File: config.mk
export PLATFORM = sky130hd
export DESIGN_NAME = ppmd_axis
export DESIGN_NICKNAME = d
export VERILOG_FILES = /design/src/hdl/ppmd_pkg.sv /design/src/hdl/ppmd_axis.sv
export SDC_FILE = /design/constraint.sdc
export NUM_CORES = 2
export LEC_CHECK = 0
export ABC_CLOCK_PERIOD_IN_PS = 7400
export BUFFER_PORTS_ARGS = -buffer_cell sky130_fd_sc_hd__buf_2
export CORE_MARGIN = 2
export CORE_UTILIZATION = 45
export DETAILED_ROUTE_END_ITERATION = 10
export PLACE_DENSITY_LB_ADDON = 0.12
export RECOVER_POWER = 25
export SLEW_MARGIN = 20
export SYNTH_ARGS = -nofsm -noshare
export SYNTH_HDL_FRONTEND = slang
export SYNTH_SLANG_ARGS = --single-unit
File: constraint.sdc
create_clock -name i_clk -period 7.4 [get_ports i_clk]
set_input_delay 0.37 -clock i_clk [delete_from_list [all_inputs] [get_ports i_clk]]
set_output_delay 0.37 -clock i_clk [all_outputs]
set_load 0.01 [all_outputs]
File: src/hdl/ppmd_pkg.sv
// Shared types, constants and helpers for the point position Morton/delta encoder.
// Used by ppmd_axis and the top level; depends on nothing.
`default_nettype none

package ppmd_pkg;

    localparam int unsigned NUM_AXES    = 3;
    localparam int unsigned AXIS_STAGES = 5;
    localparam int unsigned POS_W       = 32;
    localparam int unsigned INV_W       = 48;
    localparam int unsigned FRAC_BITS   = 47;
    localparam int unsigned GRID_W      = 10;
    localparam int unsigned QUANT_W     = 16;
    localparam int unsigned CODE_W      = NUM_AXES * GRID_W;
    localparam int unsigned PADDR_W     = 6;
    localparam int unsigned PDATA_W     = 64;

    localparam logic [GRID_W-1:0]  GRID_MAX     = 10'h3FF;
    localparam logic [QUANT_W-1:0] QUANT_MAX    = 16'hFFFF;
    localparam logic [QUANT_W-1:0] QUANT_OFFSET = 16'h8000;
    localparam logic [INV_W-1:0]   INV_RESET    = 48'h0000_8000_0000;

    typedef enum logic [2:0] {
        REG_MIN_X = 3'd0,
        REG_MIN_Y = 3'd1,
        REG_MIN_Z = 3'd2,
        REG_INV_X = 3'd3,
        REG_INV_Y = 3'd4,
        REG_INV_Z = 3'd5
    } t_reg_idx;

    // per-stage load strobes of the axis pipeline
    typedef struct packed {
        logic [AXIS_STAGES-1:0] load;
    } t_pipe_ctrl;

    // interleave three grid values: x in bit 0, y in bit 1, z in bit 2 of each group
    function automatic logic [CODE_W-1:0] morton3(
        input logic [GRID_W-1:0] gx,
        input logic [GRID_W-1:0] gy,
        input logic [GRID_W-1:0] gz
    );
        logic [CODE_W-1:0] code;
        code = '0;
        for (int i = 0; i < GRID_W; i++) begin
            code[NUM_AXES*i]     = gx[i];
            code[NUM_AXES*i + 1] = gy[i];
            code[NUM_AXES*i + 2] = gz[i];
        end
        return code;
    endfunction

endpackage

`default_nettype wire

File: src/hdl/ppmd_axis.sv
// One axis of the encoder: offset, reciprocal scaling, grid and quantized value.
// Five register stages under load strobes from the top level; uses ppmd_pkg.
`default_nettype none

module ppmd_axis (
    input  wire logic                              i_clk,
    input  wire ppmd_pkg::t_pipe_ctrl              i_ctrl,
    input  wire logic signed [ppmd_pkg::POS_W-1:0] i_pos,
    input  wire logic signed [ppmd_pkg::POS_W-1:0] i_min,
    input  wire logic        [ppmd_pkg::INV_W-1:0] i_inv,
    output logic             [ppmd_pkg::GRID_W-1:0]  o_grid,
    output logic             [ppmd_pkg::QUANT_W-1:0] o_quant
);
    import ppmd_pkg::*;

    localparam int unsigned DIFF_W = POS_W + 1;
    localparam int unsigned INV_LO = 32;
    localparam int unsigned PLO_W  = POS_W + INV_LO;
    localparam int unsigned PHI_W  = POS_W + INV_W - INV_LO;
    localparam int unsigned PROD_W = POS_W + INV_W;
    localparam int unsigned GP_W   = FRAC_BITS + GRID_W;
    localparam int unsigned QP_W   = FRAC_BITS + QUANT_W;

    logic signed [POS_W-1:0]   r_pos;
    logic        [POS_W-1:0]   r_ud;
    logic        [PLO_W-1:0]   r_pp_lo;
    logic        [PHI_W-1:0]   r_pp_hi;
    logic                      r_over;
    logic        [FRAC_BITS-1:0] r_frac;
    logic        [GRID_W-1:0]  r_grid;
    logic        [QUANT_W-1:0] r_quant;

    logic signed [DIFF_W-1:0]  diff;
    logic        [POS_W-1:0]   n_ud;
    logic        [PROD_W-1:0]  prod;
    logic        [GP_W-1:0]    grid_prod;
    logic        [QP_W-1:0]    quant_prod;
    logic        [GRID_W-1:0]  n_grid;
    logic        [QUANT_W-1:0] n_quant;

    // points at or below the minimum scale to zero
    always_comb begin
        diff = {r_pos[POS_W-1], r_pos} - {i_min[POS_W-1], i_min};
        n_ud = (!diff[DIFF_W-1] && (|diff[POS_W-1:0])) ? diff[POS_W-1:0] : '0;
    end

    assign prod = {{(PROD_W-PLO_W){1'b0}}, r_pp_lo} + {r_pp_hi, {INV_LO{1'b0}}};

    // norm * k as (frac << log2(k+1)) - frac, taken above the fraction point
    always_comb begin
        grid_prod  = {r_frac, {GRID_W{1'b0}}}  - {{GRID_W{1'b0}}, r_frac};
        quant_prod = {r_frac, {QUANT_W{1'b0}}} - {{QUANT_W{1'b0}}, r_frac};
        n_grid     = r_over ? GRID_MAX : grid_prod[GP_W-1:FRAC_BITS];
        n_quant    = (r_over ? QUANT_MAX : quant_prod[QP_W-1:FRAC_BITS]) ^ QUANT_OFFSET;
    end

    always_ff @(posedge i_clk) begin
        if (i_ctrl.load[0]) begin
            r_pos <= i_pos;
        end
        if (i_ctrl.load[1]) begin
            r_ud <= n_ud;
        end
        if (i_ctrl.load[2]) begin
            r_pp_lo <= PLO_W'(r_ud) * PLO_W'(i_inv[INV_LO-1:0]);
            r_pp_hi <= PHI_W'(r_ud) * PHI_W'(i_inv[INV_W-1:INV_LO]);
        end
        if (i_ctrl.load[3]) begin
            r_over <= |prod[PROD_W-1:FRAC_BITS];
            r_frac <= prod[FRAC_BITS-1:0];
        end
        if (i_ctrl.load[4]) begin
            r_grid  <= n_grid;
            r_quant <= n_quant;
        end
    end

    assign o_grid  = r_grid;
    assign o_quant = r_quant;

endmodule

`default_nettype wire

==> impl_metrics.json <==
{
  "chipHeight_um": 380,
  "startpoint_type": "flip-flop",
  "hold_viol": 0,
  "grt_pass1_wl_mm": 295,
  "synth_top_cell_area_share": 0.415,
  "grt-ovfl-total": 0,
  "slew_headroom": -1.18,
  "cp.arrival_ns": 8.23,
  "drt_iter0_drc": 2932,
  "avgSynthCellArea_um2": 9.35,
  "layout_common_cells": "inv_1 (1,379), fa_1 (1,290), nand2_1 (904)",
  "clk_pin_slew_ns": 0.06,
  "final_common_cell": "inv_1",
  "async_flop_share": 0,
  "fin_ws_ns": -0.502,
  "cp_common_cell": "fa_1",
  "netlist_instances": 6790,
  "grtUsageTotal": 0.263,
  "die_w_um": 380,
  "skew_ns": 0.0489,
  "grt_pass1_vias": 51335,
  "stdcell_count": 9171,
  "rsz0062_at_grt": "true",
  "final_util": 0.525,
  "first_pass_iters": 5,
  "status": "complete, but fails checks",
  "synth_seq_cells": 250,
  "synth_edf_count": 250,
  "violations": "capacitance limit, slew limit, setup timing",
  "required_ns": 7.72,
  "synth.cell_area_um2": 63500,
  "post_drt_wl_per_cell_um": 20.5,
  "fin_crit_ns": 7.90,
  "max_freq_ghz": 0.127,
  "slowest_delay_ns": 0.59,
  "dieArea_um2": 144000,
  "postRouteAntennaNets": 0,
  "grt_max_degree": 59,
  "root_buffer": "clkbuf_16",
  "cp_num_buf_inv": 4,
  "seq_area_um2": 7510,
  "n_fill_cell": 12981,
  "cp_top_family": "adder cells",
  "worst_pin_slew_ns": 3.26,
  "yosysWarnings": 0,
  "io_pins": 144,
  "cp_slowest_cell": "fa_1",
  "period_share": 1.07,
  "synthToLayoutAreaGrowth_pct": 15.6,
  "drc": 0,
  "numCtsBuffers": 34,
  "synth_ff_type": "edfxtp_1",
  "numClockSinks": 250,
  "initial_core_util": 0.455,
  "portBuffers": 143,
  "cts_tree": "done",
  "multiInputGateArea_um2": 50400,
  "finalNetCount": 9215,
  "path_max_fanout": 18,
  "drv_slew": 125,
  "h-tree-depth": 2,
  "core_um2": 140000,
  "max-cap-violations": 3,
  "place_congestion": 0.926,
  "syn-num-nets": 8739,
  "place_ws_ns": -0.772,
  "min_path_type": "input port to flip-flop",
  "via_count": 48014,
  "clk_path_buf_depth": 3,
  "rows": 137,
  "dp_hpwl_mm": 157,
  "dp_cells": 9018,
  "seq_area_frac_synth": 0.118,
  "routed_wl_mm": 188,
  "ys_types": 93,
  "endpoint_kind": "flip-flop",
  "worstSetupPathType": "flip-flop to flip-flop",
  "drive_gt1_frac": 0.139,
  "synth_top_area_cell": "fa_1",
  "synth.area.top_cells": "fa_1 (41%), edfxtp_1 (12%), ha_1 (10%)",
  "clk_latency_ns": 0.62,
  "vias_per_cell": 5.24,
  "tns_ns": -7.94,
  "antenna_found_initial": 15,
  "setup_viol": 33
}
[path summary, 6_finish.rpt]
path,from,endpoint,slack (ns),cells past startpoint
worst max-delay path,r_ud[16],r_pp_lo[63],-0.50,25
worst min-delay path,i_min[0],r_ud[0],0.20,3
worst max register to register,r_ud[16],r_pp_lo[63],-0.50,25
worst min register to register,r_pp_lo[3],r_frac[3],0.41,0
[state kept, by name, summed over array words and instances, names as in the netlist]
name and count:
o_grid 10, o_quant 16, r_frac 47, r_over 1, r_pos 32, r_pp_hi 48
r_pp_lo 64, r_ud 32
[per-stage QoR]
stage,cell area [um2],hold WS (ns)
2_1_floorplan,64000,0.400
3_3_place_gp,70100,0.404
3_5_place_dp,70100,0.405
4_1_cts,72600,0.162
5_1_grt,73400,0.184
6_report,73400,0.201
[worst reg2reg max path, cell delays in order, from the launching register on]
cell and delay (ns):
edfxtp_1 0.34, buf_6 0.16, buf_12 0.16, buf_6 0.24, nand2_1 0.12, fa_1 0.52
inv_1 0.06, fa_1 0.50, fa_1 0.59, fa_1 0.45, fa_1 0.48, fa_1 0.52
fa_1 0.42, ha_1 0.37, ha_1 0.38, a21o_1 0.21, a21o_1 0.18, a21oi_1 0.26
o221ai_2 0.19, a211o_1 0.34, o211ai_1 0.18, o211ai_1 0.15, or3_1 0.36, a211o_1 0.29
a21oi_2 0.14, xnor2_1 0.07
[logic make-up (layout without fill, tap and decap cells)]
| kind of cell | count (synthesis) | in the layout | synth area share |
|---|---|---|---|
| adder cells (fa/ha/maj) | 1831 | 1831 | 0.516 |
| other | 0 | 6 | 0 |
| AO/OA/AOI/OAI | 705 | 705 | 0.0730 |
| buffers and inverters | 1747 | 2246 | 0.104 |
| multiplexers | 10 | 10 | 0.00162 |
| XOR/XNOR | 154 | 154 | 0.0212 |
| AND/OR/NAND/NOR | 2093 | 2093 | 0.165 |
| flip-flops | 250 | 250 | 0.118 |
[layout make-up]
class,count,share of cell area
diodes,6,0.000205
inverters,1401,0.0717
well taps,1876,0.0320
flip-flops and latches,250,0.102
multi-input cells,4793,0.687
clock inverters,18,0.00351
clock buffers,41,0.0120
repair buffers,786,0.0917
[synth_stat cells, types with 7 or more instances]
cell / number
nor2b_1: 25
nor3_1: 35
or3_1: 9
xor2_1: 52
xnor2_1: 102
a21oi_1: 218
nand2_1: 909
a31oi_1: 21
o211ai_1: 25
a221o_1: 9
or2_2: 7
nor2_1: 128
and3_1: 37
and4_1: 12
nand2b_1: 23
o21ai_1: 36
a21o_1: 128
o21ai_0: 79
clkbuf_1: 332
mux2i_1: 8
nor4_1: 15
a211oi_1: 15
edfxtp_1: 250
inv_1: 1398
and2_1: 770
fa_1: 1316
o31ai_1: 12
buf_6: 9
a221oi_1: 10
o21a_1: 28
nand4_1: 43
a211o_1: 15
nand3_1: 46
o21bai_1: 32
nand3b_1: 8
ha_1: 515
[layer usage]
| layer | vias up | wire length, um | GRT usage |
|---|---|---|---|
| li1 | 21746 | - | - |
| met1 | 24653 | 79600 | 0.356 |
| met2 | 1329 | 90500 | 0.439 |
| met3 | 278 | 11000 | 0.0347 |
| met4 | 8 | 6590 | 0.0826 |
| met5 | - | 49 | 0 |
[timing repair]
action                                  CTS  global route
endpoints found under the hold margin    32             0
setup buffers                            42            25
pin swaps                                44            83
hold buffers                             32             0
endpoints found under the setup margin   44            48
gates cloned                              3             4
resized for setup                       137           145
Power is not shown: default switching activity piles up to over one toggle a cycle in this logic, so the estimate is an artifact.
